--- src/rtl/esc_power_ramp_limiter_core_defines.svh ---
// Assertion macros used by the RTL of the power ramp limiter.
`ifndef ESC_POWER_RAMP_LIMITER_CORE_DEFINES_SVH
`define ESC_POWER_RAMP_LIMITER_CORE_DEFINES_SVH

// Consequent must hold in the same cycle as the antecedent.
`define ESC_PRL_ASSERT_NOW(label, clk, rst, ante, cons, msg) \
   label: assert property (@(posedge clk) disable iff (rst) (ante) |-> (cons)) \
      else $error(msg);

// Consequent must hold in the cycle after the antecedent.
`define ESC_PRL_ASSERT_NEXT(label, clk, rst, ante, cons, msg) \
   label: assert property (@(posedge clk) disable iff (rst) (ante) |=> (cons)) \
      else $error(msg);

`endif

--- src/rtl/esc_prl_pkg.sv ---
`default_nettype none

package esc_prl_pkg;

   localparam int FUNC_W      = 2;
   localparam int REQ_POWER_W = 16;
   localparam int TIME_W      = 32;
   localparam int PULSE_W     = 11;
   localparam int STEP_W      = 13;
   localparam int RATE_W      = 16;
   localparam int CSR_IDX_W   = 1;
   localparam int CSR_DATA_W  = 16;

   localparam int RATE_FRAC_BITS = 20;

   localparam int MUL_A_W = TIME_W + 1;
   localparam int MUL_B_W = RATE_W + 1;
   localparam int MUL_P_W = MUL_A_W + MUL_B_W;

   localparam logic [STEP_W-1:0] STEP_LIMIT_RESET  = STEP_W'(410);
   localparam logic [RATE_W-1:0] RATE_PER_MS_RESET = RATE_W'(4096);

   localparam int PULSE_CENTER_US = 1500;
   localparam int PULSE_SPAN_US   = 400;

   typedef enum logic [FUNC_W-1:0] {
      FUNC_SET_POWER = 2'd0,
      FUNC_ARM       = 2'd1,
      FUNC_DISARM    = 2'd2
   } func_type;

   typedef enum logic [CSR_IDX_W-1:0] {
      CSR_STEP_LIMIT  = 1'b0,
      CSR_RATE_PER_MS = 1'b1
   } csr_index_type;

   typedef enum logic [1:0] {
      ST_IDLE,
      ST_SCALE,
      ST_APPLY,
      ST_PULSE
   } state_type;

endpackage

`default_nettype wire

--- src/rtl/esc_prl_if.sv ---
`default_nettype none

interface esc_prl_req_if;
   logic                                     valid;
   logic                                     ready;
   logic [esc_prl_pkg::FUNC_W-1:0]           func;
   logic signed [esc_prl_pkg::REQ_POWER_W-1:0] requested_power;
   logic [esc_prl_pkg::TIME_W-1:0]           now_ms;

   modport source (output valid, func, requested_power, now_ms, input ready);
   modport sink (input valid, func, requested_power, now_ms, output ready);
endinterface

interface esc_prl_rsp_if #(parameter int POWER_FRAC_BITS = 12);
   logic                               valid;
   logic                               ready;
   logic signed [POWER_FRAC_BITS+1:0]  applied_power;
   logic [esc_prl_pkg::PULSE_W-1:0]    pulse_us;
   logic                               pulse_written;
   logic                               is_armed;

   modport source (output valid, applied_power, pulse_us, pulse_written, is_armed,
                   input ready);
   modport sink (input valid, applied_power, pulse_us, pulse_written, is_armed,
                 output ready);
endinterface

interface esc_prl_csr_if;
   logic                                valid;
   logic                                ready;
   logic [esc_prl_pkg::CSR_IDX_W-1:0]   index;
   logic [esc_prl_pkg::CSR_DATA_W-1:0]  data;

   modport source (output valid, index, data, input ready);
   modport sink (input valid, index, data, output ready);
endinterface

`default_nettype wire

--- src/rtl/esc_power_ramp_limiter_core.sv ---
`default_nettype none
`include "esc_power_ramp_limiter_core_defines.svh"

// Slew-rate limited ESC throttle. Each command word (set power, arm, disarm) yields one
// response word with the applied power, the pulse width 1500 + power*400/2^POWER_FRAC_BITS
// microseconds, a flag telling whether a new pulse was issued and the armed flag. A set power
// command that moves the power goes through accept, elapsed-time scaling, ramp update and
// pulse computation; every other command goes through accept and pulse computation. One shared
// 33x17 multiplier serves both the time scaling and the pulse computation, and the block
// accepts no command while it works. The response sits in an output register, so a new
// command is taken while it waits; the block holds in the pulse step only when the earlier
// response is still waiting there.
// The configuration registers are written through the csr channel, which is always ready.

module esc_power_ramp_limiter_core #(
   parameter int POWER_FRAC_BITS = 12
) (
   input wire logic                  clock,
   input wire logic                  reset,
   esc_prl_req_if.sink               req_chan,
   esc_prl_rsp_if.source             rsp_chan,
   esc_prl_csr_if.sink               csr_chan
);

   localparam int PW     = POWER_FRAC_BITS + 2;
   localparam int CW     = ((PW > esc_prl_pkg::REQ_POWER_W) ? PW : esc_prl_pkg::REQ_POWER_W)
                           + 2;
   localparam int SHIFT  = esc_prl_pkg::RATE_FRAC_BITS - POWER_FRAC_BITS;
   localparam int PROD_W = esc_prl_pkg::MUL_P_W;
   localparam int BYT_W  = PROD_W - SHIFT;
   localparam int ONE_INT = 1 << POWER_FRAC_BITS;
   localparam logic signed [CW-1:0] ONE_C     = CW'(ONE_INT);
   localparam logic signed [CW-1:0] NEG_ONE_C = -CW'(ONE_INT);

   esc_prl_pkg::state_type state_ff, state_in;

   logic [esc_prl_pkg::STEP_W-1:0] step_ff;
   logic [esc_prl_pkg::RATE_W-1:0] rate_ff;

   logic signed [PW-1:0]            target_ff, target_in;
   logic signed [PW-1:0]            present_ff, present_in;
   logic [esc_prl_pkg::TIME_W-1:0]  last_ff, last_in;
   logic                            ever_ff, ever_in;
   logic                            armed_ff, armed_in;
   logic [esc_prl_pkg::TIME_W-1:0]  now_ff, now_in;
   logic                            written_ff, written_in;
   logic signed [PROD_W-1:0]        prod_ff, prod_in;

   logic                            rsp_valid_ff, rsp_valid_in;
   logic signed [PW-1:0]            rsp_power_ff, rsp_power_in;
   logic [esc_prl_pkg::PULSE_W-1:0] rsp_pulse_ff, rsp_pulse_in;
   logic                            rsp_written_ff, rsp_written_in;
   logic                            rsp_armed_ff, rsp_armed_in;

   logic                                 req_fire;
   logic                                 out_free;
   logic signed [CW-1:0]                 req_ext;
   logic signed [CW-1:0]                 req_clamp;
   logic                                 set_moves;
   logic [esc_prl_pkg::TIME_W-1:0]       elapsed;
   logic signed [esc_prl_pkg::MUL_A_W-1:0] mul_a;
   logic signed [esc_prl_pkg::MUL_B_W-1:0] mul_b;
   logic signed [PROD_W-1:0]             mul_p;
   logic signed [PROD_W-1:0]             pulse_scaled;
   logic [esc_prl_pkg::PULSE_W:0]        pulse_sum;
   logic [BYT_W-1:0]                     by_time;
   logic [esc_prl_pkg::STEP_W-1:0]       inc;
   logic signed [CW-1:0]                 t_c, p_c, s_c, inc_c, ramp_c;

   assign req_chan.ready = (state_ff == esc_prl_pkg::ST_IDLE);
   assign req_fire = req_chan.valid && req_chan.ready;
   assign out_free = !rsp_valid_ff || rsp_chan.ready;

   assign req_ext   = CW'(req_chan.requested_power);
   assign req_clamp = (req_ext > ONE_C) ? ONE_C
                      : ((req_ext < NEG_ONE_C) ? NEG_ONE_C : req_ext);
   assign set_moves = armed_ff && (PW'(req_clamp) != present_ff);

   assign elapsed = now_ff - last_ff;

   always_comb begin
      if (state_ff == esc_prl_pkg::ST_PULSE) begin
         mul_a = esc_prl_pkg::MUL_A_W'(present_ff);
         mul_b = esc_prl_pkg::MUL_B_W'(esc_prl_pkg::PULSE_SPAN_US);
      end else begin
         mul_a = esc_prl_pkg::MUL_A_W'(elapsed);
         mul_b = esc_prl_pkg::MUL_B_W'(rate_ff);
      end
   end

   assign mul_p = mul_a * mul_b;
   assign pulse_scaled = mul_p >>> POWER_FRAC_BITS;
   assign pulse_sum = (esc_prl_pkg::PULSE_W + 1)'(pulse_scaled)
                      + (esc_prl_pkg::PULSE_W + 1)'(esc_prl_pkg::PULSE_CENTER_US);

   assign by_time = prod_ff[PROD_W-1:SHIFT];
   assign inc     = (by_time < BYT_W'(step_ff)) ? by_time[esc_prl_pkg::STEP_W-1:0] : step_ff;
   assign t_c     = CW'(target_ff);
   assign p_c     = CW'(present_ff);
   assign s_c     = CW'(step_ff);
   assign inc_c   = CW'(inc);

   always_comb begin
      if (t_c == '0) begin
         ramp_c = '0;
      end else if (!ever_ff || (p_c > 0 && t_c < 0) || (p_c < 0 && t_c > 0)) begin
         if (t_c > 0) begin
            ramp_c = (t_c < s_c) ? t_c : s_c;
         end else begin
            ramp_c = (t_c > -s_c) ? t_c : -s_c;
         end
      end else if ((t_c > 0 && t_c < p_c) || (t_c < 0 && t_c > p_c)) begin
         ramp_c = t_c;
      end else if (t_c > 0) begin
         ramp_c = (t_c < p_c + inc_c) ? t_c : p_c + inc_c;
      end else begin
         ramp_c = (t_c > p_c - inc_c) ? t_c : p_c - inc_c;
      end
   end

   always_comb begin
      state_in = state_ff;
      unique case (state_ff)
         esc_prl_pkg::ST_IDLE: begin
            if (req_fire) begin
               if ((esc_prl_pkg::func_type'(req_chan.func) == esc_prl_pkg::FUNC_SET_POWER)
                   && set_moves) begin
                  state_in = esc_prl_pkg::ST_SCALE;
               end else begin
                  state_in = esc_prl_pkg::ST_PULSE;
               end
            end
         end
         esc_prl_pkg::ST_SCALE: begin
            state_in = esc_prl_pkg::ST_APPLY;
         end
         esc_prl_pkg::ST_APPLY: begin
            state_in = esc_prl_pkg::ST_PULSE;
         end
         esc_prl_pkg::ST_PULSE: begin
            if (out_free) begin
               state_in = esc_prl_pkg::ST_IDLE;
            end
         end
         default: begin
            state_in = esc_prl_pkg::ST_IDLE;
         end
      endcase
   end

   always_comb begin
      target_in      = target_ff;
      present_in     = present_ff;
      last_in        = last_ff;
      ever_in        = ever_ff;
      armed_in       = armed_ff;
      now_in         = now_ff;
      written_in     = written_ff;
      prod_in        = prod_ff;
      rsp_valid_in   = rsp_valid_ff && !rsp_chan.ready;
      rsp_power_in   = rsp_power_ff;
      rsp_pulse_in   = rsp_pulse_ff;
      rsp_written_in = rsp_written_ff;
      rsp_armed_in   = rsp_armed_ff;
      unique case (state_ff)
         esc_prl_pkg::ST_IDLE: begin
            if (req_fire) begin
               now_in     = req_chan.now_ms;
               written_in = 1'b0;
               unique case (esc_prl_pkg::func_type'(req_chan.func))
                  esc_prl_pkg::FUNC_SET_POWER: begin
                     target_in  = PW'(req_clamp);
                     written_in = set_moves;
                  end
                  esc_prl_pkg::FUNC_ARM: begin
                     target_in = '0;
                     armed_in  = 1'b1;
                  end
                  esc_prl_pkg::FUNC_DISARM: begin
                     target_in  = '0;
                     present_in = '0;
                     armed_in   = 1'b0;
                     written_in = 1'b1;
                  end
                  default: begin
                  end
               endcase
            end
         end
         esc_prl_pkg::ST_SCALE: begin
            prod_in = mul_p;
         end
         esc_prl_pkg::ST_APPLY: begin
            present_in = PW'(ramp_c);
            last_in    = now_ff;
            ever_in    = 1'b1;
         end
         esc_prl_pkg::ST_PULSE: begin
            if (out_free) begin
               rsp_valid_in   = 1'b1;
               rsp_power_in   = present_ff;
               rsp_pulse_in   = pulse_sum[esc_prl_pkg::PULSE_W-1:0];
               rsp_written_in = written_ff;
               rsp_armed_in   = armed_ff;
            end
         end
         default: begin
         end
      endcase
   end

   assign csr_chan.ready         = 1'b1;
   assign rsp_chan.valid         = rsp_valid_ff;
   assign rsp_chan.applied_power = rsp_power_ff;
   assign rsp_chan.pulse_us      = rsp_pulse_ff;
   assign rsp_chan.pulse_written = rsp_written_ff;
   assign rsp_chan.is_armed      = rsp_armed_ff;

   always_ff @(posedge clock) begin
      if (reset) begin
         state_ff     <= esc_prl_pkg::ST_IDLE;
         step_ff      <= esc_prl_pkg::STEP_LIMIT_RESET;
         rate_ff      <= esc_prl_pkg::RATE_PER_MS_RESET;
         target_ff    <= '0;
         present_ff   <= '0;
         last_ff      <= '0;
         ever_ff      <= 1'b0;
         armed_ff     <= 1'b0;
         rsp_valid_ff <= 1'b0;
      end else begin
         state_ff     <= state_in;
         target_ff    <= target_in;
         present_ff   <= present_in;
         last_ff      <= last_in;
         ever_ff      <= ever_in;
         armed_ff     <= armed_in;
         rsp_valid_ff <= rsp_valid_in;
         if (csr_chan.valid && csr_chan.ready) begin
            unique case (esc_prl_pkg::csr_index_type'(csr_chan.index))
               esc_prl_pkg::CSR_STEP_LIMIT: begin
                  step_ff <= csr_chan.data[esc_prl_pkg::STEP_W-1:0];
               end
               esc_prl_pkg::CSR_RATE_PER_MS: begin
                  rate_ff <= csr_chan.data[esc_prl_pkg::RATE_W-1:0];
               end
               default: begin
               end
            endcase
         end
      end
   end

   always_ff @(posedge clock) begin
      now_ff         <= now_in;
      written_ff     <= written_in;
      prod_ff        <= prod_in;
      rsp_power_ff   <= rsp_power_in;
      rsp_pulse_ff   <= rsp_pulse_in;
      rsp_written_ff <= rsp_written_in;
      rsp_armed_ff   <= rsp_armed_in;
   end

   `ESC_PRL_ASSERT_NOW(a_disarmed_at_rest, clock, reset, !armed_ff, present_ff == '0,
      "Present power is nonzero while disarmed.")
   `ESC_PRL_ASSERT_NOW(a_power_in_range, clock, reset, 1'b1,
      (CW'(present_ff) <= ONE_C) && (CW'(present_ff) >= NEG_ONE_C),
      "Present power is beyond full scale.")
   `ESC_PRL_ASSERT_NEXT(a_disarm_clears, clock, reset,
      req_fire && (req_chan.func == esc_prl_pkg::FUNC_DISARM),
      !armed_ff && (present_ff == '0) && written_ff, "Disarm did not clear the drive.")
   `ESC_PRL_ASSERT_NEXT(a_ever_sticks, clock, reset, ever_ff, ever_ff,
      "Update history was lost.")

endmodule

`default_nettype wire

--- src/flat_wrapper.sv ---
// flat-port wrapper written by rule: the top's interface ports become plain ports
module esc_power_ramp_limiter_core_flat 
#(
   parameter int POWER_FRAC_BITS = 12
)
  (clock, reset, req_chan_valid, req_chan_func, req_chan_requested_power, req_chan_now_ms, req_chan_ready, rsp_chan_valid, rsp_chan_applied_power, rsp_chan_pulse_us, rsp_chan_pulse_written, rsp_chan_is_armed, rsp_chan_ready, csr_chan_valid, csr_chan_index, csr_chan_data, csr_chan_ready);
  esc_prl_req_if req_chan_i ();
  esc_prl_rsp_if #(.POWER_FRAC_BITS(POWER_FRAC_BITS)) rsp_chan_i ();
  esc_prl_csr_if csr_chan_i ();
  input wire logic clock;
  input wire logic reset;
  input wire logic [$bits(req_chan_i.valid)-1:0] req_chan_valid;
  input wire logic [$bits(req_chan_i.func)-1:0] req_chan_func;
  input wire logic [$bits(req_chan_i.requested_power)-1:0] req_chan_requested_power;
  input wire logic [$bits(req_chan_i.now_ms)-1:0] req_chan_now_ms;
  output wire logic [$bits(req_chan_i.ready)-1:0] req_chan_ready;
  output wire logic [$bits(rsp_chan_i.valid)-1:0] rsp_chan_valid;
  output wire logic [$bits(rsp_chan_i.applied_power)-1:0] rsp_chan_applied_power;
  output wire logic [$bits(rsp_chan_i.pulse_us)-1:0] rsp_chan_pulse_us;
  output wire logic [$bits(rsp_chan_i.pulse_written)-1:0] rsp_chan_pulse_written;
  output wire logic [$bits(rsp_chan_i.is_armed)-1:0] rsp_chan_is_armed;
  input wire logic [$bits(rsp_chan_i.ready)-1:0] rsp_chan_ready;
  input wire logic [$bits(csr_chan_i.valid)-1:0] csr_chan_valid;
  input wire logic [$bits(csr_chan_i.index)-1:0] csr_chan_index;
  input wire logic [$bits(csr_chan_i.data)-1:0] csr_chan_data;
  output wire logic [$bits(csr_chan_i.ready)-1:0] csr_chan_ready;
  assign req_chan_i.valid = req_chan_valid;
  assign req_chan_i.func = req_chan_func;
  assign req_chan_i.requested_power = req_chan_requested_power;
  assign req_chan_i.now_ms = req_chan_now_ms;
  assign req_chan_ready = req_chan_i.ready;
  assign rsp_chan_valid = rsp_chan_i.valid;
  assign rsp_chan_applied_power = rsp_chan_i.applied_power;
  assign rsp_chan_pulse_us = rsp_chan_i.pulse_us;
  assign rsp_chan_pulse_written = rsp_chan_i.pulse_written;
  assign rsp_chan_is_armed = rsp_chan_i.is_armed;
  assign rsp_chan_i.ready = rsp_chan_ready;
  assign csr_chan_i.valid = csr_chan_valid;
  assign csr_chan_i.index = csr_chan_index;
  assign csr_chan_i.data = csr_chan_data;
  assign csr_chan_ready = csr_chan_i.ready;
  esc_power_ramp_limiter_core #(.POWER_FRAC_BITS(POWER_FRAC_BITS)) u_core (.clock(clock), .reset(reset), .req_chan(req_chan_i), .rsp_chan(rsp_chan_i), .csr_chan(csr_chan_i));
endmodule
--- config.mk ---
export PLATFORM = sky130hd
export DESIGN_NAME = esc_power_ramp_limiter_core_flat
export DESIGN_NICKNAME = d
export VERILOG_FILES = /design/src/rtl/esc_prl_pkg.sv /design/src/rtl/esc_prl_if.sv /design/src/rtl/esc_power_ramp_limiter_core.sv /design/src/flat_wrapper.sv
export VERILOG_INCLUDE_DIRS = /design/src /design/src/rtl
export SDC_FILE = /design/constraint.sdc
export NUM_CORES = 2
export LEC_CHECK = 0
export BUFFER_PORTS_ARGS = -buffer_cell sky130_fd_sc_hd__buf_2
export CORE_MARGIN = 4
export CORE_UTILIZATION = 45
export CTS_CLUSTER_DIAMETER = 200
export DETAILED_ROUTE_END_ITERATION = 7
export PLACE_DENSITY = 0.59
export SYNTH_ARGS = -nofsm -noshare
export SYNTH_HDL_FRONTEND = slang
export SYNTH_SLANG_ARGS = --single-unit
--- constraint.sdc ---
create_clock -name clock -period 11.8 [get_ports clock]
set_input_delay 0.59 -clock clock [delete_from_list [all_inputs] [get_ports clock]]
set_output_delay 0.59 -clock clock [all_outputs]
set_load 0.05 [all_outputs]
# [Word-level counts from Yosys, hierarchy flattened]
# Index checks and enable logic that the tools add are counted.
[word_totals] wordCells=101 inputBits=72 out_inout_bits=30 regBits=204
[op_classes] mux=26 mul=1 order_cmp=13 eq_ne=9 bitwise=1 addsub=5 n_reduce_logical=30
[op_table] cell="2-to-1 mux 14 bit" count=13
[op_table] cell="case mux 14 bit (2 select lines)" count=2
[op_table] cell="multiplier 33 x 17 -> 50 bit" count=1
[op_table] cell="< comparator 42 x 13 -> 1 bit" count=1
[op_table] cell="2-to-1 mux 33 bit" count=1
[op_table] cell="subtractor 32 bit" count=1
[op_table] cell="greater-than comparator 14 x 1 -> 1 bit (second input constant)" count=2
[op_table] cell="< comparator 14 x 1 -> 1 bit (second input constant)" count=2
[op_table] cell="< comparator 14 bit" count=2
[op_table] cell="greater-than comparator 14 x 18 -> 1 bit" count=1
[op_table] cell="zero test 18 bit" count=1
[op_table] cell="negation 13 -> 18 bit" count=1
[op_table] cell="greater-than comparator 16 x 14 -> 1 bit (second input constant)" count=1
[op_table] cell="< comparator 16 x 13 -> 1 bit (second input constant)" count=1
[op_table] cell="2-to-1 mux 16 bit" count=1
[op_table] cell="adder 14 x 14 -> 15 bit" count=1
[op_table] cell="greater-than comparator 14 x 15 -> 1 bit" count=1
[op_table] cell="< comparator 14 x 15 -> 1 bit" count=1
[op_table] cell="subtractor 14 x 14 -> 15 bit" count=1
[op_table] cell="greater-than comparator 14 bit" count=1
[op_table] cell="inequality test 14 bit" count=1
[op_table] cell="2-to-1 mux 13 bit" count=1
[op_table] cell="adder 11 bit (second input constant)" count=1
[op_table] cell="AND reduction 2 bit" count=5
[op_table] cell="16 further kinds" count=41

# [Longest topological paths before layout]
[logic_depth] depth_word=10 depth_mapped=38 mapped_depth_nobuf=37

# [Worst setup path after synthesis]
# OpenSTA, ideal clock, no wires.
[synth_timing] path_type="flip-flop to flip-flop" start="reg u_core.now_ff[0] (netlist bit)" end="reg u_core.prod_ff[46] (data pin)" period_less_slack_ps=8520 path_buffers=1 required_ps=11542 stages_incl_launch_ff=36 setup_time_ps=258 slack_ps=3280 arrival_time_ps=8262 cell_sequence="edfxtp_1 > inv_1 > ha_1 > inv_1 > fa_1 > a21o_1 > a21oi_1 > o21bai_1 > a31o_1 > and4bb_1 > o21ai_1 > a21oi_1 > o41ai_2 > xnor2_1 > buf_2 > nand2_1 > fa_1 > fa_1 > fa_1 > inv_1 > fa_1 > fa_1 > inv_1 > fa_1 > inv_1 > ha_1 > a211oi_1 > o221a_2 > o2bb2ai_1 > o21ai_0 > a2111oi_2 > a211oi_1 > nor2_1 > o211ai_2 > a21oi_1 > xnor2_1"
[synth_via] elab_chain_cells=3
[synth_rtl] element="start, declared" line_no="esc_power_ramp_limiter_core.sv:45" source="logic [esc_prl_pkg::TIME_W-1:0] now_ff, now_in;"
[synth_rtl] element="start signal, assigned" line_no="esc_power_ramp_limiter_core.sv:254" source="now_ff <= now_in;"
[synth_rtl] element="subtractor 32 bit" line_no="esc_power_ramp_limiter_core.sv:79" source="assign elapsed = now_ff - last_ff;"
[synth_rtl] element="2-to-1 mux 33 bit" line_no="esc_power_ramp_limiter_core.sv:82" source="if (state_ff == esc_prl_pkg::ST_PULSE) begin"
[synth_rtl] element="multiplier 33 x 17 -> 50 bit" line_no="esc_power_ramp_limiter_core.sv:91" source="assign mul_p = mul_a * mul_b;"
[synth_rtl] element="via u_core.mul_p[46]" line_no="esc_power_ramp_limiter_core.sv:63" source="logic signed [PROD_W-1:0] mul_p;"
[synth_rtl] element="end signal, assigned" line_no="esc_power_ramp_limiter_core.sv:256" source="prod_ff <= prod_in;"
[synth_rtl] element="end, declared" line_no="esc_power_ramp_limiter_core.sv:47" source="logic signed [PROD_W-1:0] prod_ff, prod_in;"
# The timed path passes the listed nets, and every way through them passes these cells.
# A chain may end at the register's enable or synchronous reset.

# [Worst setup path in the final report]
[layout_timing] start="reg u_core.now_ff[0] (netlist bit)" end="reg u_core.prod_ff[49] (data pin)"
# Same word-level chain as after synthesis.

==> out/qor.yml <==
yosys:
  synthXorXnorAreaFrac_pct: 3.20
  async_reset_ff_share_pct: 0
  yosysWarnings: 0
  synth.area.mux_share_pct: 1.10
  synth-seq-area-share_pct: 15.5
  yosys.area_share.simple_pct: 15.0
  netlist_area_mm2: 0.0320
  synth_top_area_cell: "fa_1"
  synth-adder-area-share_pct: 42.1
  synthMostInstantiatedCell: "inv_1"
  synth-compound-area-share_pct: 12.5
  synth_area_leaders: "fa_1 (32%), ha_1 (11%), edfxtp_1 (9.6%)"
  ys_top_cells_by_count: "inv_1 (732), fa_1 (504), nand2_1 (392)"
  synth_ff_type: "edfxtp_1"
  synthCells: 3607
  avgSynthCellArea_um2: 8.87
  ys_types: 94
  synth_seq_cells: 196
  synth_top_cell_area_share_pct: 31.5
  synth_top_family_by_area: "adder cells"
  synth-edff-count: 102
sta:
  fmax_mhz: 103
  max_slew_margin_pct: 17.1
  hold_violations: 0
  drv_slew: 0
  fin_crit_ps: 9700
  worstMarginPinSlew_ps: 1240
  fin_skew_ps: 27.5
  post-route-period-util_pct: 82.2
  setup-tns-final_ps: 0
  finalSetupViolations: 0
  rsz0062_at_grt: "false"
setup_path:
  cp_max_fo: 13
  cp_slowest_cell: "nor2_1"
  crit_arrival_ps: 9970
  crit_buf_inv: 5
  cp-start-kind: "register"
  path_delay_family: "adder cells"
  crit_path_frequent_cell: "fa_1"
  crit_type: "register to register"
  cpPeakStageDelay_ps: 890
  cp-end-kind: "register"
  critPathRequiredTime_ps: 12080
clocking:
  h-tree-depth: 4
  cts-root-buf: "clkbuf_16"
  cts_buffer_depth: 2
  cts_tree: "yes"
  clk_pin_slew_ps: 100
  cts_resized: 0
  cts_setup_buffers: 0
  cts-hold-fix-buffers: 0
  clkLatencyLatePin_ps: 550
  numCtsBuffers: 17
  clkSinkCount: 196
floorplanning:
  io_pins: 102
  dieArea_mm2: 0.0754
  dieHeight_um: 275
  rows: 97
  die_w_um: 275
  core_area_mm2: 0.0703
  start_util_pct: 45.5
placement:
  place_area_mm2: 0.0337
  port_buffers: 100
  place_congestion: 0.905
  hpwlAfterDp_um: 75500
cells_and_area:
  utilization_pct: 48.8
  fin_area_mm2: 0.0343
  nFillCells: 6871
  nNetsFinal: 4499
  layout-drive-gt1-share_pct: 7.01
  area_growth_pct: 7.15
detailed_routing:
  route.detailed.drc: 0
  initialDrtViolationCount: 1920
  postRouteAntennaNets: 0
  drt-total-wl_um: 95000
  num_vias: 25300
  drtPass1Iterations: 5
  via_per_inst: 5.48
  routedWlPerCell_um: 20.6
global_route:
  antenna_found_initial: 1
  grt_pass1_vias: 26200
  grt_pass1_wl_um: 150000
  grt.overflow.total: 0
  grt_usage_pct: 26.1
  grt_max_degree: 84
min_path:
  hold_path_class: "input port to register"
job:
  maxCapViolations: 0
run_status:
  status: "completed"
## cells in the final DEF (no fill, tap or decap), drive strengths merged, types with 22 or more instances in the layout
cell type and instances:
nor2b 39, ha 269, and3 35, nand3 47
and2 138, mux2i 35, dfxtp 94, buf 163
o211ai 22, o21a 25, a21o 55, xnor2 81
inv 743, o21ai 107, a31oi 32, a21oi 162
edfxtp 102, fa 504, nand2 392, nor2 174
a22oi 37, nor3 44, nand4 36, conb 36
xor2 34
## final timing paths
path,cells past startpoint,end,from,slack [ps]
setup / recovery,34,u_core.prod_ff[49],u_core.now_ff[0],2100
setup reg to reg,34,u_core.prod_ff[49],u_core.now_ff[0],2100
hold reg to reg,0,u_core.rsp_chan.pulse_written,u_core.written_ff,440
hold / removal,1,u_core.now_ff[29],req_chan_now_ms[29],230
## logic make-up (layout without fill, tap and decap cells)
| logic type | Yosys count | in the layout |
|---|---|---|
| fa+ha+maj | 773 | 773 |
| simple gates | 996 | 996 |
| other cells | 2 | 37 |
| xor+xnor | 115 | 115 |
| flops | 196 | 196 |
| mux | 35 | 35 |
| buf+inv | 902 | 928 |
| compound gates | 588 | 588 |
## state kept, by name, summed over array words and instances, names as in the netlist
signal / cells
u_core.rsp_chan.valid: 1
u_core.state_ff: 2
u_core.written_ff: 1
u_core.target_ff: 14
u_core.last_ff: 32
u_core.step_ff: 13
u_core.rsp_chan.pulse_us: 11
u_core.rsp_chan.applied_power: 14
u_core.ever_ff: 1
u_core.prod_ff: 42
u_core.now_ff: 32
u_core.rsp_chan.is_armed: 1
u_core.rate_ff: 16
u_core.rsp_chan.pulse_written: 1
u_core.present_ff: 14
u_core.armed_ff: 1
## worst register-to-register path, delay by kind of cell, from the launching register on
kind | cells | cell delay [ps]
compound gates | 11 | 2540
xor+xnor | 1 | 160
fa+ha+maj | 9 | 3950
buf+inv | 5 | 260
flops | 1 | 390
mux | 1 | 200
simple gates | 7 | 1910
## final cells by class
type	instances	area (um^2)	share of cell area (%)
multi-input cells	2543	23800	69.5
flip-flops and latches	196	4940	14.4
inverters	733	2750	8.03
well taps	940	1180	3.43
repair buffers	163	973	2.84
clock buffers	17	425	1.24
clock inverters	15	190	0.555
diodes	1	2.50	0.00730
## per-layer routing
layer / vias to the layer above / track usage, % / share of wire (%)
li1: 11600 / - / -
met1: 12600 / 32.6 / 41
met2: 823 / 44.8 / 48
met3: 232 / 4.01 / 6.1
met4: 0 / 11.8 / 5.0
met5: - / 0 / 0
## metrics by stage
| stage | cells | worst slack, ps | hold WS, ps |
|---|---|---|---|
| global placement | 4575 | 2270 | 429 |
| CTS | 4607 | 2050 | 196 |
| floorplan | 3641 | 3280 | 400 |
| finish | 4608 | 2100 | 228 |
| global route | 4607 | 1370 | 210 |
| detailed placement | 4575 | 2150 | 419 |
Power is not shown: default switching activity piles up to over one toggle a cycle in this logic, so the estimate is an artifact.
